==> config.mk <==
export PLATFORM = sky130hd
export DESIGN_NAME = tle_ring
export DESIGN_NICKNAME = d
export VERILOG_FILES = /design/src/rtl/core/tle_pkg.sv /design/src/rtl/core/tle_ring.sv
export SDC_FILE = /design/constraint.sdc
export NUM_CORES = 2
export LEC_CHECK = 0
export BUFFER_PORTS_ARGS = -buffer_cell sky130_fd_sc_hd__buf_2
export CORE_MARGIN = 4
export CORE_UTILIZATION = 60
export DETAILED_ROUTE_END_ITERATION = 12
export PLACE_DENSITY = 0.76
export SYNTH_ARGS = -nofsm -noshare
export SYNTH_HDL_FRONTEND = slang
export SYNTH_SLANG_ARGS = --single-unit
==> constraint.sdc <==
create_clock -name clock -period 5.35 [get_ports clock]
set_clock_uncertainty 0.05 [all_clocks]
set_input_delay 1.3375 -clock clock [delete_from_list [all_inputs] [get_ports clock]]
set_output_delay 1.3375 -clock clock [all_outputs]
set_load 0.005 [all_outputs]
==> src/rtl/core/tle_pkg.sv <==
package tle_pkg;

   localparam int RING_DEPTH = 256;
   localparam int RING_AW    = $clog2(RING_DEPTH);
   localparam int RING_CW    = $clog2(RING_DEPTH + 1);
   localparam int LINE_DEPTH = 256;
   localparam int LINE_AW    = $clog2(LINE_DEPTH);
   localparam int CSR_AW     = 1;

   localparam logic [7:0] CH_INTR = 8'h03;
   localparam logic [7:0] CH_DEL  = 8'h7F;
   localparam logic [7:0] CH_CR   = 8'h0D;
   localparam logic [7:0] CH_LF   = 8'h0A;
   localparam logic [7:0] CH_BS   = 8'h08;
   localparam logic [7:0] CH_SP   = 8'h20;

   typedef enum logic [CSR_AW-1:0] {
      CSR_CANONICAL = 1'b0,
      CSR_ECHO      = 1'b1
   } csr_index_type;

   typedef enum logic {
      OP_RX   = 1'b0,
      OP_READ = 1'b1
   } op_type;

   typedef enum logic [2:0] {
      KIND_ACCEPT = 3'd0,
      KIND_DROP   = 3'd1,
      KIND_ECHO   = 3'd2,
      KIND_DATA   = 3'd3,
      KIND_INTR   = 3'd4,
      KIND_EMPTY  = 3'd5
   } kind_type;

   // erase: the result opens the three-byte BS SP BS echo sequence
   typedef struct packed {
      kind_type   kind;
      logic [7:0] data;
      logic       last;
      logic       erase;
   } res_type;

   typedef struct packed {
      logic       push;
      logic [7:0] push_data;
      logic       pop;
   } ring_cmd_type;

   typedef struct packed {
      logic empty;
      logic full;
   } ring_state_type;

   typedef struct packed {
      logic               wr_en;
      logic [LINE_AW-1:0] wr_addr;
      logic [7:0]         wr_data;
      logic [LINE_AW-1:0] len;
      logic [LINE_AW-1:0] pos;
      logic               ready;
   } line_cmd_type;

   typedef struct packed {
      logic [LINE_AW-1:0] len;
      logic [LINE_AW-1:0] pos;
      logic               ready;
   } line_state_type;

   function automatic logic [RING_AW-1:0] ring_next(input logic [RING_AW-1:0] idx);
      if (idx == RING_AW'(RING_DEPTH - 1)) begin
         return '0;
      end
      return idx + RING_AW'(1);
   endfunction

endpackage

==> src/rtl/core/tle_ring.sv <==
module tle_ring (
   input  logic                    clock,
   input  logic                    reset,
   input  logic                    update,
   input  tle_pkg::ring_cmd_type   cmd,
   input  logic                    capture,
   output tle_pkg::ring_state_type state,
   output logic [7:0]              rd_data
);
   import tle_pkg::*;

   logic [7:0]         mem [RING_DEPTH];
   logic [RING_AW-1:0] head_ff, head_in;
   logic [RING_AW-1:0] tail_ff, tail_in;
   logic [RING_CW-1:0] count_ff, count_in;
   logic [7:0]         rd_data_ff;
   logic               push_en, pop_en;

   assign push_en = update && cmd.push;
   assign pop_en  = update && cmd.pop;

   always_comb begin
      head_in  = push_en ? ring_next(head_ff) : head_ff;
      tail_in  = pop_en ? ring_next(tail_ff) : tail_ff;
      count_in = count_ff;
      if (push_en && !pop_en) begin
         count_in = count_ff + RING_CW'(1);
      end else if (pop_en && !push_en) begin
         count_in = count_ff - RING_CW'(1);
      end
   end

   always_ff @(posedge clock) begin
      if (reset) begin
         head_ff  <= '0;
         tail_ff  <= '0;
         count_ff <= '0;
      end else begin
         head_ff  <= head_in;
         tail_ff  <= tail_in;
         count_ff <= count_in;
      end
   end

   // prefetch the oldest byte for the transaction being taken in;
   // bypass the write landing on the same entry
   always_ff @(posedge clock) begin
      if (push_en) begin
         mem[head_ff] <= cmd.push_data;
      end
      if (capture) begin
         if (push_en && head_ff == tail_in) begin
            rd_data_ff <= cmd.push_data;
         end else begin
            rd_data_ff <= mem[tail_in];
         end
      end
   end

   assign state.empty = (count_ff == '0);
   assign state.full  = (count_ff == RING_CW'(RING_DEPTH));
   assign rd_data     = rd_data_ff;

endmodule

**After elaboration in Yosys (flattened, before gate mapping)**

Memories as Yosys holds them, arrays and structs flattened. A register that Yosys moved wholly into a read port is not among the register bits.
Cells that the tools add are included.

- Flip-flop bits (word level): 25
- Bits in writable memories: 2048
- Output and inout port bits: 10
- Memories: 1

- Add/sub/neg operators: 4
- Equal/unequal tests: 3
- Multiplexer cells: 11
- Reduce and logical (&&, ||, !) cells: 8

Memories:

| memory | words | width | rd ports | clocked after memory_dff | wr ports | line | source |
|---|---|---|---|---|---|---|---|
| mem | 256 | 8 | 1 | 1 | 1 | tle_ring.sv:12 | `logic [7:0] mem [RING_DEPTH];` |

Operators with widths:

| kind | count |
|---|---|
| two-way mux 8 bit | 5 |
| two-way mux 9 bit | 2 |
| adder 8 x 1 -> 8 bit (second input constant) | 2 |
| equality test 8 bit (second input constant) | 2 |
| adder 9 x 1 -> 9 bit (second input constant) | 1 |
| equality test 9 bit (second input constant) | 1 |
| zero test 9 bit | 1 |
| subtractor 9 x 1 -> 9 bit (second input constant) | 1 |
| logical AND 1 bit | 4 |
| two-way mux 1 bit | 4 |
| zero test 1 bit | 2 |
| nonzero test 2 bit | 1 |

**Depth between registers and ports, before layout**

- Word-level depth: 5
- Depth in mapped cells: 17
- Gate-level depth less buffers: 14

**Worst setup path after synthesis**

OpenSTA, ideal clock, no wires.

- Kind: input-to-reg
- From: input update
- To: register count_ff[8]
- Setup time: 128 ps
- Data arrival time: 4150 ps
- Data required time: 5172 ps
- Path slack: 1023 ps
- Cell stages on the path: 16
- Buffers on the path: 2
- Cell sequence: and2_1 -> clkbuf_1 -> clkbuf_1 -> ha_1 -> inv_1 -> ha_1 -> nor2b_1 -> o21ai_0 -> a21boi_0 -> o21ai_0 -> a21oi_1 -> o21a_1 -> or3_1 -> a21oi_1 -> xnor2_1 -> nor2_1

- Cells in the longest elaborated chain, start to end: 4
- Elaborated cells between the ends (all ways): 8

RTL lines:

| what | line | source |
|---|---|---|
| start: declaration | tle_ring.sv:4 | `input logic update,` |
| logical AND 1 bit (*) | tle_ring.sv:19 | `assign push_en = update && cmd.push;` |
| net push_en | tle_ring.sv:17 | `logic push_en, pop_en;` |
| zero test 1 bit | tle_ring.sv:28 | `end else if (pop_en && !push_en) begin` |
| logical AND 1 bit | tle_ring.sv:28 |  |
| nonzero test 2 bit (no source line) | -- |  |
| end signal: assignment | tle_ring.sv:41 | `count_ff <= count_in;` |
| end: declaration | tle_ring.sv:15 | `logic [RING_CW-1:0] count_ff, count_in;` |

The timed path passes the listed nets; every way through them passes the cells marked *.
A chain may end at the register's enable or synchronous reset.

**Worst setup path after layout**

- From: register tail_ff[0]
- To: register rd_data_ff[0], in the netlist rd_data[0] (read register of mem) (data pin)

- Cells in the longest elaborated chain, start to end: 4
- Elaborated cells between the ends (all ways): 5

RTL lines:

| what | line | source |
|---|---|---|
| start: declaration | tle_ring.sv:14 | `logic [RING_AW-1:0] tail_ff, tail_in;` |
| start signal: assignment | tle_ring.sv:40 | `tail_ff <= tail_in;` |
| branches (longest 3 deep; another with adder 8 x 1 -> 8 bit) | -- |  |
| two-way mux 8 bit (*) | tle_ring.sv:24 | `tail_in = pop_en ? ring_next(tail_ff) : tail_ff;` |
| end: declaration | tle_ring.sv:16 | `logic [7:0] rd_data_ff;` |

Mark *: on every way between the ends.

==> impl_metrics.py <==
metrics = {
    "place": {
        "port_buffers": 23,
        "dpl_cell_area_um2": 87900,
        "gp_congestion": 0.956,
        "hpwl_mm": 153,
        "place_ws_ns": 0.0801,
    },
    "critical_path": {
        "cpMaxStageDelayCell": "or4_2",
        "worst_setup_path_end_kind": "register",
        "reg2reg_from": "tail_ff[0]",
        "worstPathArrival_ns": 5.79,
        "crit_fanout": 41,
        "cp_cell_sequence": "ha_1 -> nand2_1 -> or4_2 -> nand2_8 -> buf_12 -> buf_12 -> mux2i_1 -> o221ai_1 -> a41oi_1 -> nor4_1 -> o211ai_1 -> o21ai_1",
        "r2r-end": "rd_data[0]",
        "max_stage_delay_ns": 0.72,
        "criticalPathCategory": "register to register",
        "regToRegSetupSlack_ns": 0.22,
        "critPathMostFrequentCell": "buf_12",
        "startpoint_type": "register",
        "required_ns": 6.01,
        "worstRegToRegCells": 12,
    },
    "pwr": {
        "ir_worst_vdd_mv": 0.345,
        "p_leak_uw": 0.0323,
        "p_per_area_nw_per_um2": 365,
    },
    "timing": {
        "fmax_ghz": 0.195,
        "rsz0062_at_grt": "false",
        "setup_viol": 0,
        "fin_crit_ns": 5.13,
        "setup-tns-final_ns": 0,
        "slew-limit-headroom": 0.177,
        "tightest_slew_ns": 1.23,
        "hold_violations": 0,
        "drv_slew": 0,
        "finalCritPeriodShare": 0.959,
        "setup_ws_ns": 0.220,
        "hold_ws_ns": 0.438,
    },
    "yosys": {
        "syn_area_um2": 84600,
        "ys_seq_area_frac": 0.735,
        "yosys.area_share.xor_xnor": 0.00300,
        "yosysTopAreaCell": "edfxtp_1",
        "synth_compound_area_frac": 0.0666,
        "synth_nets": 6301,
        "ys_types": 94,
        "synth_edf_count": 2056,
        "yosys_warnings": 0,
        "syn_avg_cell_area_um2": 13.5,
        "synth_top_family_by_area": "simple AND/OR/NAND/NOR gates",
        "yosys-top-cells-count": "2,056 x edfxtp_1, 1,457 x nand2_1, 597 x nand3_1",
        "synthAdderAreaFrac": 0.00216,
        "synth-seq-cells": 2081,
        "synth_area_leaders": "edfxtp_1 73%, nand2_1 6.5%, nand3_1 3.5%",
        "muxShareOfSynthArea": 0.0366,
        "yosys.area.top_type_share": 0.729,
        "synthArstFlopShare": 0,
        "synthCells": 6273,
        "synth_most_common_cell": "edfxtp_1",
        "synth-simple-area-share": 0.132,
        "synthFlopType": "edfxtp_1",
    },
    "route": {
        "met2_length_mm": 111,
        "drt_iter0_markers": 8578,
        "vias_per_cell": 6.70,
        "drtPass1Iterations": 8,
        "wirelength_met1_mm": 87.2,
        "wl_mm": 247,
        "wl_met3_mm": 34.6,
        "highest_layer": "met5",
        "ant_nets": 0,
        "drc": 0,
        "wire_per_inst_um": 29.6,
        "dr_total_vias": 56000,
    },
    "layout": {
        "synthToLayoutAreaGrowth_pct": 11.3,
        "fin_util": 0.673,
        "regArea_um2": 62200,
        "num-fill-cells": 9535,
        "multi_input_area_um2": 20500,
        "drive_above_1_share": 0.104,
        "final_area_um2": 94200,
        "nNetsFinal": 6343,
    },
    "clock_network": {
        "htree_levels": 4,
        "cts_max_path_buffers": 3,
        "cts_inserted_buffers": 201,
        "cts_resized": 0,
        "clk_latency_ns": 0.86,
        "tritoncts": "yes",
        "cts_num_sinks": 2081,
        "post-cts-setup-buffer-count": 0,
        "cts.clk_slew.worst_paths_ns": 0.06,
        "root_buffer": "clkbuf_16",
        "cts_hold_buf": 0,
    },
    "job": {
        "drv_cap": 0,
    },
    "die": {
        "core_area_um2": 140000,
        "initial_core_util": 0.605,
        "row_count": 137,
        "die_area_um2": 147000,
        "pin_count": 24,
        "die_h_um": 384,
        "dieWidth_um": 384,
    },
    "grt": {
        "overflow": 0,
        "grt_pass1_wl_mm": 359,
        "grt_use_total": 0.333,
        "antenna_found_initial": 12,
        "grt_pass1_vias": 53300,
        "grt_max_degree": 134,
    },
    "worst_hold_path": {
        "hold_path_class": "register to register",
        "min_from": "count_ff[6]",
        "hold_path_depth": 2,
        "worstHoldEndpoint": "count_ff[6]",
    },
    "run_status": {
        "status": "complete, no violations",
    },
}
[worst max-delay path, delay by kind of cell, from the launching register on]
family          cells  cell delay, ns
simple gates        4            1.93
flops               1            0.67
compound gates      4            1.24
mux                 1            0.14
fa+ha+maj           1            0.35
buf+inv             2            0.53
[registers in the layout, summed over array words and instances (netlist names)]
signal / cells
rd_data: 8
head_ff: 8
tail_ff: 8
mem: 2048
count_ff: 9
[logic make-up after synthesis]
group           Yosys count
compound gates          792
flops                  2081
mux                     299
simple gates           2622
xor+xnor                 26
buf+inv                 439
fa+ha+maj                14
[layout by cell type, fill, tap and decap left out, types with 30 or more instances in the layout]
cell | Yosys | routed
a2111oi_0 | 50 | 50
and3_1 | 62 | 62
o41ai_1 | 30 | 30
nor2_1 | 328 | 323
nand3_1 | 597 | 597
edfxtp_1 | 2056 | 2056
a21oi_1 | 217 | 217
o21ai_0 | 96 | 96
nor3_1 | 80 | 80
nand2_1 | 1457 | 1453
a31oi_1 | 39 | 37
o22ai_1 | 54 | 54
clkbuf_1 | 250 | 52
a311oi_1 | 41 | 41
clkbuf_16 | 0 | 204
clkinv_1 | 0 | 38
mux2i_1 | 287 | 287
buf_12 | 1 | 57
o221a_2 | 82 | 82
buf_4 | 22 | 183
nor4_1 | 32 | 32
clkinv_2 | 0 | 40
[worst max-delay path by stage]
stage / start / to / slack (ns)
final: tail_ff[0] / rd_data[0] / 0.22
after global routing: tail_ff[0] / rd_data[1] / 0.12
after CTS: tail_ff[0] / rd_data[1] / 0.36
after detailed placement: update / rd_data[5] / 0.08
after global placement: update / rd_data[4] / 0.10
after floorplan: update / count_ff[8] / 1.02
[layer usage]
metal | vias up | global-route usage
met2 | 4395 | 0.496
met4 | 8 | 0.167
met3 | 792 | 0.0957
li1 | 23600 | -
met5 | - | 0.00430
met1 | 27300 | 0.453
[report_power, final]
part | total, uW | internal [uW] | switching, uW
Clock | 13700 | 7630 | 6090
Combinational | 2670 | 794 | 1870
Sequential | 18000 | 17900 | 41.2
Total | 34400 | 26400 | 8000
[area by class of cell]
cell class,count,area share
flip-flops and latches,2081,0.661
multi-input cells,3753,0.218
clock buffers,256,0.0563
repair buffers,264,0.0287
well taps,1876,0.0249
clock inverters,109,0.0105
inverters,14,0.000558
diodes,8,0.000213
[metrics by stage]
step,std cells,power (uW)
2_1_floorplan,6273,19800
3_3_place_gp,7987,20900
3_5_place_dp,7988,20900
4_1_cts,8353,34300
5_1_grt,8355,35200
6_report,8361,34400
Power figures use the tool's default switching activity.
