**config.mk**
```make
export PLATFORM = sky130hd
export DESIGN_NAME = tle_out
export DESIGN_NICKNAME = d
export VERILOG_FILES = /design/src/rtl/core/tle_pkg.sv /design/src/rtl/core/tle_out.sv
export SDC_FILE = /design/constraint.sdc
export NUM_CORES = 1
export LEC_CHECK = 0
export BUFFER_PORTS_ARGS = -buffer_cell sky130_fd_sc_hd__buf_4
export CAP_MARGIN = 20
export CORE_UTILIZATION = 39
export CTS_CLUSTER_SIZE = 16
export DETAILED_ROUTE_END_ITERATION = 12
export PLACE_DENSITY = 0.74
export SLEW_MARGIN = 20
export SYNTH_ARGS = -nofsm -noshare
export SYNTH_HDL_FRONTEND = slang
export SYNTH_SLANG_ARGS = --single-unit
```
**constraint.sdc**
```tcl
create_clock -name clock -period 1.4 [get_ports clock]
set_input_delay 0.07 -clock clock [delete_from_list [all_inputs] [get_ports clock]]
set_output_delay 0.07 -clock clock [all_outputs]
set_load 0.05 [all_outputs]
```
**src/rtl/core/tle_pkg.sv**
```systemverilog
package tle_pkg;

   localparam int RING_DEPTH = 256;
   localparam int RING_AW    = $clog2(RING_DEPTH);
   localparam int RING_CW    = $clog2(RING_DEPTH + 1);
   localparam int LINE_DEPTH = 256;
   localparam int LINE_AW    = $clog2(LINE_DEPTH);
   localparam int CSR_AW     = 1;

   localparam logic [7:0] CH_INTR = 8'h03;
   localparam logic [7:0] CH_DEL  = 8'h7F;
   localparam logic [7:0] CH_CR   = 8'h0D;
   localparam logic [7:0] CH_LF   = 8'h0A;
   localparam logic [7:0] CH_BS   = 8'h08;
   localparam logic [7:0] CH_SP   = 8'h20;

   typedef enum logic [CSR_AW-1:0] {
      CSR_CANONICAL = 1'b0,
      CSR_ECHO      = 1'b1
   } csr_index_type;

   typedef enum logic {
      OP_RX   = 1'b0,
      OP_READ = 1'b1
   } op_type;

   typedef enum logic [2:0] {
      KIND_ACCEPT = 3'd0,
      KIND_DROP   = 3'd1,
      KIND_ECHO   = 3'd2,
      KIND_DATA   = 3'd3,
      KIND_INTR   = 3'd4,
      KIND_EMPTY  = 3'd5
   } kind_type;

   // erase: the result opens the three-byte BS SP BS echo sequence
   typedef struct packed {
      kind_type   kind;
      logic [7:0] data;
      logic       last;
      logic       erase;
   } res_type;

   typedef struct packed {
      logic       push;
      logic [7:0] push_data;
      logic       pop;
   } ring_cmd_type;

   typedef struct packed {
      logic empty;
      logic full;
   } ring_state_type;

   typedef struct packed {
      logic               wr_en;
      logic [LINE_AW-1:0] wr_addr;
      logic [7:0]         wr_data;
      logic [LINE_AW-1:0] len;
      logic [LINE_AW-1:0] pos;
      logic               ready;
   } line_cmd_type;

   typedef struct packed {
      logic [LINE_AW-1:0] len;
      logic [LINE_AW-1:0] pos;
      logic               ready;
   } line_state_type;

   function automatic logic [RING_AW-1:0] ring_next(input logic [RING_AW-1:0] idx);
      if (idx == RING_AW'(RING_DEPTH - 1)) begin
         return '0;
      end
      return idx + RING_AW'(1);
   endfunction

endpackage

```
**src/rtl/core/tle_out.sv**
```systemverilog
module tle_out (
   input  logic             clock,
   input  logic             reset,
   input  logic             load,
   input  tle_pkg::res_type res,
   output logic             can_load,
   output logic             rsp_tvalid,
   input  logic             rsp_tready,
   output logic [7:0]       rsp_tdata,   // data
   output logic [2:0]       rsp_tuser,   // kind
   output logic             rsp_tlast    // last
);
   import tle_pkg::*;

   logic       valid_ff;
   logic [1:0] remain_ff;
   kind_type   kind_ff;
   logic [7:0] data_ff;
   logic       last_ff;
   logic       take;

   assign take     = valid_ff && rsp_tready;
   assign can_load = !valid_ff || (take && remain_ff == 2'd0);

   always_ff @(posedge clock) begin
      if (reset) begin
         valid_ff  <= 1'b0;
         remain_ff <= 2'd0;
      end else if (load) begin
         valid_ff  <= 1'b1;
         remain_ff <= res.erase ? 2'd2 : 2'd0;
      end else if (take) begin
         if (remain_ff == 2'd0) begin
            valid_ff <= 1'b0;
         end else begin
            remain_ff <= remain_ff - 2'd1;
         end
      end
   end

   // step through SP then BS after the leading BS of an erase
   always_ff @(posedge clock) begin
      if (load) begin
         kind_ff <= res.kind;
         data_ff <= res.data;
         last_ff <= res.last;
      end else if (take && remain_ff == 2'd2) begin
         data_ff <= CH_SP;
      end else if (take && remain_ff == 2'd1) begin
         data_ff <= CH_BS;
         last_ff <= 1'b1;
      end
   end

   assign rsp_tvalid = valid_ff;
   assign rsp_tdata  = data_ff;
   assign rsp_tuser  = kind_ff;
   assign rsp_tlast  = last_ff;

endmodule

```
-- Yosys cells after proc, flatten, opt, wreduce, memory -nomap -nowiden
Index checks and enable logic that the tools add are counted.
Widths: inputs -> output; s select.
- flip-flop bits (word level): 15
- latch bits: 0
- bits in writable memories: 0
- memory bits (read-only): 0
- bits of input ports: 17
- output and inout port bits: 14
- word-level logic and storage cells: 37
- memories: 0
- $add $sub $neg: 1
- $mul: 0
- div/mod/pow operators: 0
- $lt $le $gt $ge: 0
- equal/unequal tests: 4
- shift operators: 0
- muxes and demuxes: 13
- bitwise operators: 0
- reductions and logical operators: 14
- operators by type and width (kind ; number):
    $mux 8 ; 3
    $mux 2 ; 4
    $mux 1 ; 6
    $reduce_and 2->1 ; 3
    $reduce_bool 2->1 ; 3
    $logic_and 1x1->1 ; 4
    $ne 2x2->1 const B ; 2
    $reduce_bool 3->1 ; 1
    $eq 2x1->1 const B ; 1
    $eq 2x2->1 const B ; 1
    $logic_not 2->1 ; 1
    $sub 2x1->2 const B ; 1
    $logic_not 1->1 ; 1
    $logic_or 1x1->1 ; 1

-- Logic depth before layout (Yosys ltp)
- word-level depth: 5
- gate-level depth with buffers: 5

-- Worst setup path after synthesis
OpenSTA, ideal clock, no wires.
- path kind: reg-to-reg
- start: reg valid_ff, in the netlist rsp_tvalid
- end: reg data_ff[0], in the netlist rsp_tdata[0] (enable)
- arrival time: 1.325 ns
- data required time: 1.025 ns
- slack: -0.299 ns
- stages on the path, launching flop included: 3
- buffers on the path: 0
- clock period less this slack: 1.699 ns
- cells stage by stage: dfxtp_1 nand2_1 o21bai_1
- cells in the longest elaborated chain, start to end: 3
- elaborated cells between the ends (all ways): 4
- those cells by class: reduce/logical (4)
- RTL lines (element ; line ; RTL):
    start, declared ; tle_out.sv:15 ; logic valid_ff;
    start signal, assigned ; tle_out.sv:27 ; valid_ff <= 1'b0;
    start signal, assigned ; tle_out.sv:30 ; valid_ff <= 1'b1;
    start signal, assigned ; tle_out.sv:34 ; valid_ff <= 1'b0;
    $logic_and 1x1->1 * ; tle_out.sv:22 ; assign take = valid_ff && rsp_tready;
    $logic_and 1x1->1, on equally long branches ; tle_out.sv:47, tle_out.sv:49 ;
    $reduce_bool 3->1 (no line) * ; - ;
    end signal, assigned ; tle_out.sv:45 ; data_ff <= res.data;
    end, declared ; tle_out.sv:18 ; logic [7:0] data_ff;
Every way passes the cells marked *; elsewhere a longest branch is shown, timed or not.
A chain may end at the register's enable or synchronous reset.

-- Worst setup path in the final report
- start: reg remain_ff[0]
- end: out can_load
- cells in the longest elaborated chain, start to end: 3
- RTL lines (element ; line ; RTL):
    start, declared ; tle_out.sv:16 ; logic [1:0] remain_ff;
    start signal, assigned ; tle_out.sv:31 ; remain_ff <= res.erase ? 2'd2 : 2'd0;
    start signal, assigned ; tle_out.sv:36 ; remain_ff <= remain_ff - 2'd1;
    $logic_not 2->1 ; tle_out.sv:23 ; assign can_load = !valid_ff || (take && remain_ff == 2'd0);
    $logic_and 1x1->1 ; tle_out.sv:23 ;
    $logic_or 1x1->1 ; tle_out.sv:23 ;
    end, declared ; tle_out.sv:6 ; output logic can_load,
No other way between the ends.

==> results.json <==
{
  "drv_slew": 0,
  "min_to": "rsp_tlast$_SDFFCE_PN1P_",
  "power.share.sequential_pct": 52.6,
  "crit_path_top_delay_cell": "dfxtp_2",
  "p_leak_nw": 0.426,
  "fin_crit_sh_pct": 91.7,
  "htreeDepth": 1,
  "yosysWarnings": 0,
  "relSlewSlack_pct": 82.7,
  "max_stage_delay_ns": 0.34,
  "cts_root_buf": "clkbuf_4",
  "synth.distinct_cells": 20,
  "postCtsSetupBuffers": 0,
  "hold_violations": 0,
  "fmax_mhz": 779,
  "die_y_um": 42.8,
  "holdCritStartpoint": "res[1]",
  "num_rows": 14,
  "grtUsageTotal_pct": 15.4,
  "gr-total-overflow": 0,
  "r2r_cells": 4,
  "io_pins": 31,
  "core_mm2": 0.00152,
  "grt_max_degree": 20,
  "cts.reportedPaths.clkPinSlew_ns": 0.08,
  "vias": 486,
  "cts_buffers": 3,
  "max-cap-violations": 0,
  "crit_family": "flip-flops",
  "combPwrFrac_pct": 23.4,
  "power.share.clock_pct": 24.0,
  "min_path_cells": 2,
  "routabilityCongestion": 0.699,
  "worstPathArrival_ns": 1.21,
  "synth_area_per_cell_um2": 13.3,
  "die_w_um": 42.8,
  "p_per_area_mw_per_mm2": 1030,
  "setup_viol": 0,
  "fin_setup_tns_ns": 0,
  "ys_ff_latch": 15,
  "rrSetupSlack_ns": 0.20,
  "postSynthCellCount": 49,
  "hpwlAfterDp_um": 829,
  "netlist_area_um2": 649,
  "fin_crit_ns": 1.28,
  "end_kind": "output port",
  "cts_buffer_depth": 2,
  "die_area_mm2": 0.00183,
  "n_antenna_cell": 0,
  "cp_max_fo": 3,
  "r2r-start": "remain_ff[1]$_SDFFE_PP0P_",
  "crit_required_ns": 1.33,
  "routedWlPerCell_um": 11.7,
  "finalWirelength_mm": 1.20,
  "cts_tree": "done",
  "crit_top_cell": "nand2_1",
  "grt_pass1_vias": 507,
  "r2r-end": "rsp_tdata[2]$_SDFFCE_PN0P_",
  "grt_pass1_wl_mm": 2.03,
  "cp_cell_sequence": "inv_2 > ha_1 > nand2_1 > nand2_1 > buf_4",
  "ys_seq_area_share_pct": 64.7,
  "dr.pass1.iters": 2,
  "yosysTopAreaCell": "edfxtp_1",
  "drc": 0,
  "utilization_pct": 63.3,
  "internal_power_w": 0.000712,
  "cp_num_buf_inv": 2,
  "synth_top_area_share_pct": 55.5,
  "postRouteAntennaNets": 0,
  "antenna_found_initial": 0,
  "synth_nets": 69,
  "finalInstanceArea_um2": 965,
  "startpoint_type": "flip-flop",
  "drtIter0Drc": 2,
  "fin_worst_skew_ns": 0.00163,
  "worstMarginPinSlew_ns": 0.259,
  "switching_share_pct": 28.4,
  "switchingPower_w": 0.000283,
  "cts_sinks": 15,
  "start_util_pct": 42.6,
  "syn2layout_area_growth_pct": 48.6,
  "num-fill-cells": 134,
  "synthTopCellsByArea": "edfxtp_1 55%, dfxtp_1 9.2%, and2_1 5.8%",
  "hp-class": "input port to flip-flop",
  "ir_drop_mv": 0.639,
  "vias_per_cell": 4.76,
  "clk_latency_ns": 0.27,
  "rsz0062_at_grt": "false",
  "portBuffers": 30,
  "crit_type": "flip-flop to output port",
  "place_area_um2": 888,
  "nNetsFinal": 107,
  "drive_gt1_share_pct": 46.5,
  "status": "complete, no violations"
}
==> stage by stage <==
stage	hold slack, ns	power (W)	setup slack [ns]	cells
3_3_place_gp	0.249	0.000752	0.124	94
5_1_grt	0.0424	0.00104	0.0133	102
6_report	0.0502	0.000994	0.116	102
2_1_floorplan	0.135	0.000669	0.0807	49
4_1_cts	0.0422	0.00100	0.0690	102
3_5_place_dp	0.249	0.000755	0.0873	94
==> worst register-to-register path, cell delays in order (launching register included) <==
cell and delay, ns:
dfxtp_2 0.33, inv_1 0.08, ha_1 0.17, nor2_1 0.07, o21bai_4 0.24
==> per-layer routing <==
| layer | GRT usage (%) | wire [µm] | vias up |
|---|---|---|---|
| met4 | 11.3 | 27 | 0 |
| met3 | 3.40 | 78 | 2 |
| met1 | 15.6 | 496 | 217 |
| met5 | 0 | 0 | - |
| met2 | 27.0 | 593 | 20 |
| li1 | - | - | 247 |
==> synth_stat cells <==
cell type   n
nand2b_1    1
dfxtp_1     3
a41o_1      1
nor3_2      2
nor3_1      1
nor2_1      2
inv_1       3
nand3b_1    1
and4b_1     1
o21bai_1    1
and2_1      6
edfxtp_1   12
buf_6       1
inv_2       1
xnor2_1     1
a21oi_1     2
ha_1        3
a21o_1      1
o2bb2ai_1   1
nand2_1     5
==> layout make-up <==
cell class | count | area (µm²) | share of cell area (%)
inverter | 4 | 15.0 | 1.56
multi-input combinational | 29 | 214 | 22.2
clock buffer | 4 | 26.3 | 2.72
sequential | 15 | 424 | 44.0
tap | 16 | 20.0 | 2.08
timing repair buffer | 34 | 265 | 27.5
==> worst max path at each step <==
stage / start / to / slack [ns] / depth (start not counted)
2_1_floorplan: rsp_tvalid$_SDFFE_PP0P_ / rsp_tdata[0]$_SDFFCE_PN0P_ / 0.08 / 2
3_3_place_gp: remain_ff[1]$_SDFFE_PP0P_ / rsp_tdata[2]$_SDFFCE_PN0P_ / 0.12 / 4
3_5_place_dp: remain_ff[1]$_SDFFE_PP0P_ / rsp_tdata[2]$_SDFFCE_PN0P_ / 0.09 / 4
4_1_cts: remain_ff[1]$_SDFFE_PP0P_ / rsp_tdata[2]$_SDFFCE_PN0P_ / 0.07 / 4
5_1_grt: remain_ff[1]$_SDFFE_PP0P_ / can_load / 0.01 / 5
6_report: remain_ff[0]$_SDFFE_PP0P_ / can_load / 0.12 / 5
==> kinds of logic after synthesis <==
group / after synthesis / share of synthesized area (%)
and+or+nand+nor: 19 / 17.3
adders and majority gates: 3 / 5.78
DFF: 15 / 64.7
xor gates and xnor gates: 1 / 1.35
buffers and inverters: 5 / 4.05
AOI/OAI and AO/OA: 6 / 6.74
==> power by group through the flow <==
| stage | clock [W] | combinational [W] | sequential, W |
|---|---|---|---|
| floorplan | 0 | 0.0000470 | 0.000622 |
| global placement | 0 | 0.000220 | 0.000532 |
| detailed placement | 0 | 0.000222 | 0.000533 |
| CTS | 0.000246 | 0.000231 | 0.000523 |
| global route | 0.000266 | 0.000246 | 0.000526 |
| finish | 0.000239 | 0.000232 | 0.000523 |
==> repair_timing <==
action,in CTS,in global routing
resized for setup,0,3
endpoints found under the hold margin,6,0
hold buffers,4,0
setup endpoints to repair,0,9
==> placed cells by master (no fill, tap or decap), drive strengths merged <==
master | netlist | layout
nor2 | 2 | 2
clkbuf | 0 | 4
a21o | 1 | 1
nand2b | 1 | 1
xnor2 | 1 | 1
and2 | 6 | 6
edfxtp | 12 | 12
o2bb2ai | 1 | 1
and4b | 1 | 1
buf | 1 | 30
dlygate4sd3 | 0 | 4
inv | 4 | 4
nand3b | 1 | 1
a41o | 1 | 1
dfxtp | 3 | 3
o21bai | 1 | 1
a21oi | 2 | 2
nand2 | 5 | 5
ha | 3 | 3
nor3 | 3 | 3
==> flip-flops by register name, summed over array words and instances (netlist names) <==
register	flops
remain_ff	2
rsp_tdata	8
rsp_tlast	1
rsp_tuser	3
rsp_tvalid	1
Power figures use the tool's default switching activity.
