**src/rtl/core/tle_pkg.sv**
```systemverilog
package tle_pkg;

   localparam int RING_DEPTH = 256;
   localparam int RING_AW    = $clog2(RING_DEPTH);
   localparam int RING_CW    = $clog2(RING_DEPTH + 1);
   localparam int LINE_DEPTH = 256;
   localparam int LINE_AW    = $clog2(LINE_DEPTH);
   localparam int CSR_AW     = 1;

   localparam logic [7:0] CH_INTR = 8'h03;
   localparam logic [7:0] CH_DEL  = 8'h7F;
   localparam logic [7:0] CH_CR   = 8'h0D;
   localparam logic [7:0] CH_LF   = 8'h0A;
   localparam logic [7:0] CH_BS   = 8'h08;
   localparam logic [7:0] CH_SP   = 8'h20;

   typedef enum logic [CSR_AW-1:0] {
      CSR_CANONICAL = 1'b0,
      CSR_ECHO      = 1'b1
   } csr_index_type;

   typedef enum logic {
      OP_RX   = 1'b0,
      OP_READ = 1'b1
   } op_type;

   typedef enum logic [2:0] {
      KIND_ACCEPT = 3'd0,
      KIND_DROP   = 3'd1,
      KIND_ECHO   = 3'd2,
      KIND_DATA   = 3'd3,
      KIND_INTR   = 3'd4,
      KIND_EMPTY  = 3'd5
   } kind_type;

   // erase: the result opens the three-byte BS SP BS echo sequence
   typedef struct packed {
      kind_type   kind;
      logic [7:0] data;
      logic       last;
      logic       erase;
   } res_type;

   typedef struct packed {
      logic       push;
      logic [7:0] push_data;
      logic       pop;
   } ring_cmd_type;

   typedef struct packed {
      logic empty;
      logic full;
   } ring_state_type;

   typedef struct packed {
      logic               wr_en;
      logic [LINE_AW-1:0] wr_addr;
      logic [7:0]         wr_data;
      logic [LINE_AW-1:0] len;
      logic [LINE_AW-1:0] pos;
      logic               ready;
   } line_cmd_type;

   typedef struct packed {
      logic [LINE_AW-1:0] len;
      logic [LINE_AW-1:0] pos;
      logic               ready;
   } line_state_type;

   function automatic logic [RING_AW-1:0] ring_next(input logic [RING_AW-1:0] idx);
      if (idx == RING_AW'(RING_DEPTH - 1)) begin
         return '0;
      end
      return idx + RING_AW'(1);
   endfunction

endpackage

```
**src/rtl/core/tle_step.sv**
```systemverilog
module tle_step (
   input  logic                    op,
   input  logic [7:0]              rx_byte,
   input  logic                    canonical_mode,
   input  logic                    echo_enable,
   input  tle_pkg::ring_state_type ring_state,
   input  logic [7:0]              ring_data,
   input  tle_pkg::line_state_type line_state,
   input  logic [7:0]              line_data,
   output tle_pkg::ring_cmd_type   ring_cmd,
   output tle_pkg::line_cmd_type   line_cmd,
   output tle_pkg::res_type        res
);
   import tle_pkg::*;

   logic [7:0]         rx_char;
   logic [7:0]         pop_char;
   logic [LINE_AW-1:0] eff_len;
   logic               room;
   logic               delivering;
   logic               line_done;

   assign rx_char  = (rx_byte == CH_CR) ? CH_LF : rx_byte;
   assign pop_char = (ring_data == CH_CR) ? CH_LF : ring_data;

   assign delivering = line_state.ready && (line_state.pos < line_state.len);
   assign line_done  = ({1'b0, line_state.pos} + (LINE_AW + 1)'(1)) >= {1'b0, line_state.len};
   // a stale ready flag with nothing to deliver drops the line
   assign eff_len    = line_state.ready ? '0 : line_state.len;
   assign room       = (eff_len != LINE_AW'(LINE_DEPTH - 1));

   always_comb begin
      ring_cmd.push      = 1'b0;
      ring_cmd.push_data = rx_char;
      ring_cmd.pop       = 1'b0;
      line_cmd.wr_en     = 1'b0;
      line_cmd.wr_addr   = eff_len;
      line_cmd.wr_data   = pop_char;
      line_cmd.len       = eff_len;
      line_cmd.pos       = line_state.ready ? '0 : line_state.pos;
      line_cmd.ready     = 1'b0;
      res.kind           = KIND_ACCEPT;
      res.data           = '0;
      res.last           = 1'b1;
      res.erase          = 1'b0;

      if (op == OP_RX) begin
         line_cmd.len   = line_state.len;
         line_cmd.pos   = line_state.pos;
         line_cmd.ready = line_state.ready;
         if (ring_state.full) begin
            res.kind = KIND_DROP;
         end else begin
            ring_cmd.push = 1'b1;
         end
      end else if (delivering) begin
         res.kind = KIND_DATA;
         res.data = line_data;
         if (line_done) begin
            line_cmd.len = '0;
            line_cmd.pos = '0;
         end else begin
            line_cmd.len   = line_state.len;
            line_cmd.pos   = line_state.pos + LINE_AW'(1);
            line_cmd.ready = 1'b1;
            res.last       = 1'b0;
         end
      end else if (ring_state.empty) begin
         res.kind = KIND_EMPTY;
      end else begin
         ring_cmd.pop = 1'b1;
         if (pop_char == CH_INTR) begin
            line_cmd.len = '0;
            line_cmd.pos = '0;
            res.kind     = KIND_INTR;
         end else if (!canonical_mode) begin
            res.kind = KIND_DATA;
            res.data = ring_data;
         end else if (pop_char == CH_LF) begin
            line_cmd.wr_en = room;
            line_cmd.len   = room ? eff_len + LINE_AW'(1) : eff_len;
            line_cmd.pos   = '0;
            line_cmd.ready = 1'b1;
            if (echo_enable) begin
               res.kind = KIND_ECHO;
               res.data = CH_LF;
            end
         end else if (pop_char == CH_BS || pop_char == CH_DEL) begin
            if (eff_len != '0) begin
               line_cmd.len = eff_len - LINE_AW'(1);
               if (echo_enable) begin
                  res.kind  = KIND_ECHO;
                  res.data  = CH_BS;
                  res.last  = 1'b0;
                  res.erase = 1'b1;
               end
            end
         end else if (room) begin
            line_cmd.wr_en = 1'b1;
            line_cmd.len   = eff_len + LINE_AW'(1);
            if (echo_enable) begin
               res.kind = KIND_ECHO;
               res.data = pop_char;
            end
         end
      end
   end

endmodule

```
**config.mk**
```make
export PLATFORM = sky130hd
export DESIGN_NAME = tle_step
export DESIGN_NICKNAME = d
export VERILOG_FILES = /design/src/rtl/core/tle_pkg.sv /design/src/rtl/core/tle_step.sv
export SDC_FILE = /design/constraint.sdc
export NUM_CORES = 1
export LEC_CHECK = 0
export BUFFER_PORTS_ARGS = -buffer_cell sky130_fd_sc_hd__buf_4
export CAP_MARGIN = 10
export CORE_MARGIN = 3
export CORE_UTILIZATION = 45
export DETAILED_ROUTE_END_ITERATION = 16
export PLACE_DENSITY = 0.91
export REMOVE_ABC_BUFFERS = 1
export SLEW_MARGIN = 10
export SYNTH_ARGS = -nofsm -noshare
export SYNTH_HDL_FRONTEND = slang
export SYNTH_SLANG_ARGS = --single-unit
```
**constraint.sdc**
```tcl
create_clock -name vclk -period 4.73
set_input_delay 1.1825 -clock vclk [all_inputs]
set_output_delay 1.1825 -clock vclk [all_outputs]
set_load 0.005 [all_outputs]
```
**Yosys cells after proc, flatten, opt, wreduce, memory -nomap -nowiden**

Cells that the tools add are included.

- Bits in registers: 0
- Output and inout bits: 57

- Add/sub/neg operators: 4
- $lt $le $gt $ge: 2
- Equality and inequality tests: 7
- Mux-type cells: 58
- Reduce and logical (&&, ||, !) cells: 3

Operators by type and width:

| cell | count |
|---|---|
| 13-bit 2-to-1 mux | 7 |
| 17-bit 2-to-1 mux | 4 |
| 8-bit 2-to-1 mux | 8 |
| 10-bit 2-to-1 mux | 5 |
| 11-bit 2-to-1 mux | 4 |
| 12-bit 2-to-1 mux | 3 |
| 8-bit by 4-bit == test with 1-bit output (second input constant) | 4 |
| 16-bit 2-to-1 mux | 2 |
| 1-bit 2-to-1 mux | 18 |
| 8-bit by 1-bit adder with 8-bit output (second input constant) | 2 |
| 8-bit by 1-bit adder with 9-bit output (second input constant) | 1 |
| 9-bit by 8-bit >= comparator with 1-bit output | 1 |
| 3-bit 2-to-1 mux | 3 |
| 9-bit 2-to-1 mux | 1 |
| 8-bit by 2-bit == test with 1-bit output (second input constant) | 1 |
| 8-bit by 7-bit == test with 1-bit output (second input constant) | 1 |
| 8-bit < comparator | 1 |
| 8-bit inequality test (second input constant) | 1 |
| 8-bit nonzero test | 1 |
| 8-bit by 1-bit subtractor with 8-bit output (second input constant) | 1 |
| 2-bit 2-to-1 mux | 3 |
| 1-bit logical AND | 1 |
| 1-bit logical OR | 1 |

**Logic depth before layout (Yosys ltp)**

Gate-level depths: netlist of the first run.

- Depth after elaboration: 18
- Depth in mapped cells: 13
- Mapped depth without buffers: 11

**Worst setup path before layout of the first run**

Ideal clock, no wire load.

- Kind: input port to output port
- Start: in line_state[3] in the netlist's numbering
- End: out line_cmd[7] in the netlist's numbering
- Arrival: 3.389 ns
- Path slack: 0.159 ns
- Cell stages on the path: 13
- Cell sequence: buf_2 > nand3_1 > nor2_1 > nor2b_1 > or2_2 > ha_1 > and3_1 > a221oi_1 > o2111ai_1 > nor2_2 > and2_0 > buf_2 > a221o_1

RTL lines:

| element | RTL line | RTL |
|---|---|---|
| from (decl) | tle_step.sv:8 | `input tle_pkg::line_state_type line_state,` |
| to (decl) | tle_step.sv:11 | `output tle_pkg::line_cmd_type line_cmd,` |

==> run metrics, run 1 <==
result of the run=complete, but fails checks; violated checks=setup timing; core region area=between 3000 and 4000 um^2; CTS hold repair buffers=0; nets=between 400 and 500; Worst Tran Pin Value=639 ps; die boundary width=~71 um; share of cells above drive strength 1=44.9%; via count of the first global-routing pass=~2600; Finished Cell Area=a little over 3000 um^2; class of the most critical setup path=input pin to output port; placed insts=441; worst endpoint data arrival time=between 3000 and 4000 ps; height of the chip=roughly 71 um; setup repair after global routing missed its margin=yes; largest net degree at the start of global routing=24; DIE AREA=between 4000 and 5000 um^2; min-delay worst type=input pin to output port; compound-cell area share of the yosys netlist=around a third; count of endpoints failing setup in the final report=24; power density cells=roughly 100 nW/um^2; global-route wire length before repair=roughly 12000 um; Adder-Cell Fraction of Synth Area=13.4%; ranking of synthesized cells by area=sky130_fd_sc_hd__ha_1, sky130_fd_sc_hd__nand2_1, sky130_fd_sc_hd__nor2b_1, sky130_fd_sc_hd__nor2_1, sky130_fd_sc_hd__xnor2_1; initial antenna violation count=0; Area after DPL=2820 um^2; Avg Synthesized Cell Area=6.60 um^2; data required time of the worst path=3550 ps; remaining max-slew budget at the tightest pin=about 57%; number of flip-flops and latches=0; post-detailed-route count of antenna-violating nets=0; critical path endpoint category=output port; startpoint type of the worst setup path=input pin; IR drop worst, VDD=approximately 0.077 mV; non-filler instance count after layout=between 400 and 500; relative area change from synthesis to final layout=66.1%; area share of the largest cell type after synthesis=about an eighth; Leakage=between 1.5 and 2 nW; final worst path period share=105%; # rows=22; Fmax achieved=0.202 GHz; Yosys warning total=0; combinational family with the most area after synthesis=simple AND/OR/NAND/NOR gates; xor/xnor share of the synthesized area=under 10%; final critical delay including setup and external delays=roughly 5000 ps; detailed-placement wirelength estimate=5870 um; total inserted antenna cells=0; starting DRC count in detailed routing=roughly 590; CP max FO=3; area of all sequential standard cells=0 um^2; number of max-cap violations=0; commonest cells after routing, fill and taps aside=sky130_fd_sc_hd__buf_4, sky130_fd_sc_hd__nand2_1, sky130_fd_sc_hd__nor2_1; post-route core utilization=between 80 and 90%; number of clock buffer instances in the layout=0; number of remaining DRC errors=0; fraction of the yosys area taken by sequential cells=0%; post-synth top area cell=sky130_fd_sc_hd__ha_1; Post-Syn Instances=approximately 280; Cell variety after synth=66; worst-case setup margin in the final layout=-231 ps; Fin. Hold Viols=0; tightest hold margin=2540 ps; grt total ovfl=0; total standard cell area after synthesis=between 1500 and 2000 um^2; count of boundary I/O pins=103; post-synthesis mux area share=between 1 and 1.5%; vias per cell=between 7 and 8; total negative slack for setup checks=-2130 ps; number of optimization iterations in the first detailed-route pass=6; Final Wtd Congestion=0.949; IO Port Bufs=~100; initial core utilization=between 40% and 50%; Wirelength per Cell=22.0 um; Synth Area in Simple Gates=about two fifths; DR vias=between 3000 and 4000; count of pins over their slew limit=0; total routing resource utilization after global routing=slightly below 30%; final wirelength=around 10000 um; most common cell after layout, fill and taps aside=sky130_fd_sc_hd__buf_4
[power by group]
part / switching, mW / internal (mW) / leakage, nW / total [mW]
clock network: 0 / 0 / 0 / 0
logic: 0.161 / 0.151 / 1.52 / 0.312
registers: 0 / 0 / 0 / 0
total: 0.161 / 0.151 / 1.52 / 0.312
[timing repair]
item	in CTS	in global routing
pin swaps	8	18
endpoints found under the hold margin	0	0
buffers inserted	10	6
resized for setup	10	28
setup endpoints to repair	13	18
[through the flow]
step           setup slack (ps)  total power, mW
2_1_floorplan               183            0.110
3_3_place_gp              -40.5            0.247
3_5_place_dp               -158            0.254
4_1_cts                    4.16            0.263
5_1_grt                    -265            0.324
6_report                   -231            0.312
[layer usage]
layer,up-vias,track usage (%),share of wire (%)
li1,1323,-,-
met1,1452,37.1,34
met2,331,53.2,46
met3,93,3.27,12
met4,0,6.68,7.7
met5,-,0,0
[synthesized netlist by cell type, types with 4 or more instances]
library cell               count
sky130_fd_sc_hd__nand2_1      26
sky130_fd_sc_hd__nor2_1       24
sky130_fd_sc_hd__ha_1         20
sky130_fd_sc_hd__nor2b_1      15
sky130_fd_sc_hd__clkbuf_1     14
sky130_fd_sc_hd__inv_1        14
sky130_fd_sc_hd__nand3_1      13
sky130_fd_sc_hd__o21ai_0      13
sky130_fd_sc_hd__a21oi_1       8
sky130_fd_sc_hd__nor3_1        8
sky130_fd_sc_hd__xnor2_1       8
sky130_fd_sc_hd__a32oi_1       7
sky130_fd_sc_hd__a22o_1        6
sky130_fd_sc_hd__and3_1        6
sky130_fd_sc_hd__buf_2         6
sky130_fd_sc_hd__nand2b_1      6
sky130_fd_sc_hd__o211ai_1      6
sky130_fd_sc_hd__and2_1        5
sky130_fd_sc_hd__nand4_1       4
sky130_fd_sc_hd__o21ai_1       4
[worst paths after layout]
check,slack (ps),to,startpoint,cells after the start
worst max-delay path,-230,line_cmd[0],line_state[1],14
worst min-delay path,2540,ring_cmd[7],rx_byte[6],2
[cells by family (layout without fill, tap and decap cells)]
kind of cell / Yosys count / count (layout)
and+or+nand+nor: 134 / 134
adders and majority gates: 20 / 20
AOI/OAI and AO/OA: 83 / 83
xor gates and xnor gates: 10 / 10
buffers and inverters: 35 / 159
muxes: 2 / 2
[critical path, cell delays in order]
cell and delay (ps):
sky130_fd_sc_hd__buf_8 90, sky130_fd_sc_hd__ha_4 150, sky130_fd_sc_hd__and4_4 250, sky130_fd_sc_hd__nand2_4 60
sky130_fd_sc_hd__xnor2_2 130, sky130_fd_sc_hd__ha_1 310, sky130_fd_sc_hd__and3_4 200, sky130_fd_sc_hd__a221oi_4 290
sky130_fd_sc_hd__o2111ai_2 220, sky130_fd_sc_hd__o21ai_1 280, sky130_fd_sc_hd__buf_4 180, sky130_fd_sc_hd__a21oi_1 40
sky130_fd_sc_hd__nor2_1 210, sky130_fd_sc_hd__buf_4 160
[layout make-up]
cell class | instances | area (um^2)
multi-input cells | 249 | 1890
inverters | 14 | 52.6
fillers | 220 | 713
well taps | 48 | 60.1
repair buffers | 145 | 1110
Note: power is estimated with default switching activity, not from simulation.
==> run 2, diff against run 1 <==
Clock period 4.73 ns to 6.3 ns, I/O delays scaled along.
==> run metrics, run 2 (same netlist as run 1, synthesis figures left out) <==
worst endpoint data arrival time=4430 ps; Finished Cell Area=~2600 um^2; final critical delay including setup and external delays=6000 ps; share of total power in the clock network=0%; non-filler instance count after layout=415; # rows=22; result of the run=complete, no violations; post-route core utilization=between 60% and 70%; relative area change from synthesis to final layout=40.3%; number of remaining DRC errors=0; routed length on met2=about 3400 um; vias per cell=~6.3; IR drop worst, VDD=about 0.044 mV; data required time of the worst path=about 4700 ps; largest net degree at the start of global routing=24; share of cells above drive strength 1=~33%; cell internal pwr=approximately 0.089 mW; total routing resource utilization after global routing=26.2%; count of boundary I/O pins=103; class of the most critical setup path=input pin to output port; CTS hold repair buffers=0; startpoint type of the worst setup path=input pin; final wirelength=around 7000 um; number of optimization iterations in the first detailed-route pass=5; initial core utilization=between 40% and 50%; sequential group share of total power=0%; worst hold path depth=2; Fin. Hold Viols=0; switching portion of total power=between 50% and 60%; die boundary width=slightly above 70 um; Wirelength per Cell=roughly 17 um; tightest hold margin=3330 ps; total inserted antenna cells=0; Final Wtd Congestion=0.993; starting DRC count in detailed routing=between 200 and 300; Leakage=1.28 nW; total negative slack for setup checks=0 ps; detailed-placement wirelength estimate=between 5000 and 6000 um; initial antenna violation count=0; Combinational Power Share=between 90% and 100%; met1 wire length=2700 um; remaining max-slew budget at the tightest pin=a little over half; final worst path period share=95.3%; Setup crit end=line_cmd[7]; grt total ovfl=0; critical path launch point=line_state[1]; Net Switching=0.0925 mW; most common cell after layout, fill and taps aside=sky130_fd_sc_hd__buf_4; number of flip-flops and latches=0; core region area=between 3000 and 4000 um^2; Fmax achieved=roughly 0.17 GHz; power density cells=approximately 69 nW/um^2; count of buffers added by post-CTS timing repair for setup=0; post-detailed-route count of antenna-violating nets=0; area of all sequential standard cells=0 um^2; critical path endpoint category=output port; count of pins over their slew limit=0; global-route wire length before repair=roughly 11000 um; Highest Signal Layer=met4; number of fillers in the final layout=around 350; height of the chip=~70 um; worst setup slack before clock tree synthesis=between 300 and 400 ps; Worst Tran Pin Value=just under 700 ps; # resized after CTS=0; nets=around 440; met3 WL=761 um; overall power after layout=between 0.15 and 0.2 mW; placed insts=a little over 400; commonest cells after routing, fill and taps aside=sky130_fd_sc_hd__buf_4, sky130_fd_sc_hd__nand2_1, sky130_fd_sc_hd__nor2_1; Area after DPL=~2600 um^2; number of clock buffer instances in the layout=0; count of endpoints failing setup in the final report=0; IO Port Bufs=103; number of max-cap violations=0; CP max FO=9; min-delay worst type=input pin to output port; DR vias=2631; worst-case setup margin in the final layout=between 200 and 300 ps; setup repair after global routing missed its margin=no; DIE AREA=around 5000 um^2; via count of the first global-routing pass=2403
## run 2: cell count changes in the layout (fill, tap and decap cells not counted), sizes merged
| cell | before | now |
|---|---|---|
| buf | 145 | 104 |
## run 2: power groups by stage
stage                     sequential, mW  combinational [mW]  clock, mW
after global placement                 0               0.174          0
after floorplan                        0              0.0827          0
after global routing                   0               0.198          0
after detailed placement               0               0.178          0
final                                  0               0.182          0
after CTS                              0               0.179          0
## run 2: how the worst min path moves through the flow
stage	slack [ps]	startpoint	end
detailed placement	3330	rx_byte[5]	ring_cmd[6]
global placement	3330	rx_byte[4]	ring_cmd[5]
CTS	3330	rx_byte[5]	ring_cmd[6]
finish	3330	rx_byte[5]	ring_cmd[6]
global route	3340	rx_byte[6]	ring_cmd[7]
floorplan	3150	ring_data[3]	line_cmd[20]
## run 2: layout make-up
class,count,area (um^2),area share [%]
Multi-Input combinational cell,249,1740,66.0
Timing Repair Buffer,104,781,29.7
Tap cell,48,60.1,2.28
Inverter,14,52.6,2.00
## run 2: critical path: stages
cell                        delay, ps
sky130_fd_sc_hd__buf_4            140
sky130_fd_sc_hd__ha_1             250
sky130_fd_sc_hd__and4_1           230
sky130_fd_sc_hd__nand2_1          120
sky130_fd_sc_hd__xnor2_1          130
sky130_fd_sc_hd__ha_1             260
sky130_fd_sc_hd__and3_1           190
sky130_fd_sc_hd__a221oi_1         290
sky130_fd_sc_hd__o2111ai_1        200
sky130_fd_sc_hd__nor2_2           300
sky130_fd_sc_hd__and2_0           400
sky130_fd_sc_hd__a221o_1          220
sky130_fd_sc_hd__buf_4            100
## run 2: metal layers
metal  vias up  GRT usage, %
met4         0          4.18
met1      1213          35.1
li1       1242             -
met5         -             0
met3        10          2.84
met2       166          45.9
==> run 3, diff against run 2 <==
--- a/config.mk
+++ b/config.mk
@@ -12,3 +12,3 @@
 export DETAILED_ROUTE_END_ITERATION = 16
-export PLACE_DENSITY = 0.91
+export PLACE_DENSITY_LB_ADDON = 0.15
 export REMOVE_ABC_BUFFERS = 1
==> constraint.sdc (replaced) <==
create_clock -name vclk -period 6.6
set_input_delay 1.32 -clock vclk [all_inputs]
set_output_delay 1.32 -clock vclk [all_outputs]
set_load 0.005 [all_outputs]
==> run metrics, run 3 (same netlist as run 1, synthesis figures left out) <==
core region area=3830 um^2; final critical delay including setup and external delays=about 5500 ps; Top Usage Layer GRT=met2; number of max-cap violations=0; height of the chip=about 71 um; initial antenna violation count=0; worst setup slack before clock tree synthesis=roughly 1100 ps; area of all sequential standard cells=0 um^2; final wirelength=6530 um; IO Port Bufs=103; Final Wtd Congestion=slightly above 1; starting DRC count in detailed routing=176; worst hold path depth=2; critical path endpoint category=output port; data required time of the worst path=~5300 ps; post-detailed-route count of antenna-violating nets=0; Leakage=between 1 and 1.5 nW; delay of the slowest cell on the worst path=~430 ps; count of buffers added by post-CTS timing repair for setup=0; setup repair after global routing missed its margin=no; DIE AREA=roughly 5000 um^2; number of clock buffer instances in the layout=0; Critical Path Slowest Stage Cell=sky130_fd_sc_hd__and2_0; total negative slack for setup checks=0 ps; nets=434; tightest hold margin=2820 ps; worst min-delay path startpoint=rx_byte[3]; share of cells above drive strength 1=approximately 33%; chain of cells forming the critical path=buf_4 -> ha_1 -> and4_1 -> nand2_1 -> xnor2_1 -> ha_1 -> and3_1 -> a221oi_1 -> o2111ai_1 -> nor2_2 -> and2_0 -> a221o_1 -> buf_4; global routing usage on met1=between 30 and 40%; most common cell after layout, fill and taps aside=sky130_fd_sc_hd__buf_4; worst endpoint data arrival time=4170 ps; count of endpoints failing setup in the final report=0; global-route wire length before repair=approximately 11000 um; Finished Cell Area=about 2600 um^2; CTS hold repair buffers=0; die boundary width=~71 um; worst-case setup margin in the final layout=1110 ps; count of boundary I/O pins=between 100 and 150; total routing resource utilization after global routing=25.0%; power density cells=between 60 and 70 nW/um^2; total inserted antenna cells=0; count of pins over their slew limit=0; via count of the first global-routing pass=2311; result of the run=complete, no violations; commonest cells after routing, fill and taps aside=sky130_fd_sc_hd__buf_4, sky130_fd_sc_hd__nand2_1, sky130_fd_sc_hd__nor2_1; Hold Path End=ring_cmd[4]; DR vias=about 2600; # rows=22; CP max FO=9; number of fillers in the final layout=362; Fin. Hold Viols=0; final worst path period share=approximately 83%; number of flip-flops and latches=0; largest net degree at the start of global routing=24; post-route core utilization=about two thirds; IR drop worst, VDD=a little under 0.04 mV; vias per cell=6.21; class of the most critical setup path=input pin to output port; placed insts=414; grt total ovfl=0; met2 Resource Use GR=roughly 42%; Fmax achieved=roughly 0.18 GHz; remaining max-slew budget at the tightest pin=59.7%; number of remaining DRC errors=0; met3 track utilization from global routing=between 2 and 2.5%; number of optimization iterations in the first detailed-route pass=5; # resized after CTS=0; overall power after layout=approximately 0.17 mW; min-delay worst type=input pin to output port; Area after DPL=around 2600 um^2; non-filler instance count after layout=between 400 and 500; Worst Tran Pin Value=~600 ps; startpoint type of the worst setup path=input pin; detailed-placement wirelength estimate=around 5300 um; relative area change from synthesis to final layout=39.9%; initial core utilization=roughly half; Wirelength per Cell=between 15 and 20 um
[run 3: cell count changes in the layout (fill, tap and decap cells not counted)]
| cell | change |
|---|---|
| sky130_fd_sc_hd__buf_4 | -1 |
[run 3: worst max-delay path by stage]
stage / from / endpoint / slack (ps) / cells after the start
after floorplan: line_state[1] / line_cmd[7] / 1780 / 11
after global placement: line_state[1] / line_cmd[7] / 1240 / 13
after detailed placement: line_state[1] / line_cmd[7] / 1120 / 13
after CTS: line_state[1] / line_cmd[7] / 1120 / 13
after global routing: line_state[1] / line_cmd[7] / 890 / 13
final: line_state[1] / line_cmd[7] / 1110 / 13
[run 3: worst max-delay path, delay by kind of cell]
family | cells | cell delay (ps)
adder cells (fa/ha/maj) | 2 | 510
AO/OA/AOI/OAI | 3 | 720
buffers and inverters | 2 | 240
AND/OR/NAND/NOR | 5 | 1250
XOR/XNOR | 1 | 130
[run 3: area by class of cell]
class | count | area (um^2) | share of cell area, %
well taps | 48 | 60.1 | 2.29
repair buffers | 103 | 773 | 29.5
inverters | 14 | 52.6 | 2.00
multi-input cells | 249 | 1740 | 66.2
[run 3: per-layer routing]
layer / share of wire [%] / wire [um]
met5: 0 / 0
met4: 1.7 / 112
met3: 10 / 662
met2: 47 / 3080
met1: 41 / 2680
[run 3: power breakdown]
group	switching [mW]	internal [mW]
registers	0	0
logic	0.0857	0.0845
clock network	0	0
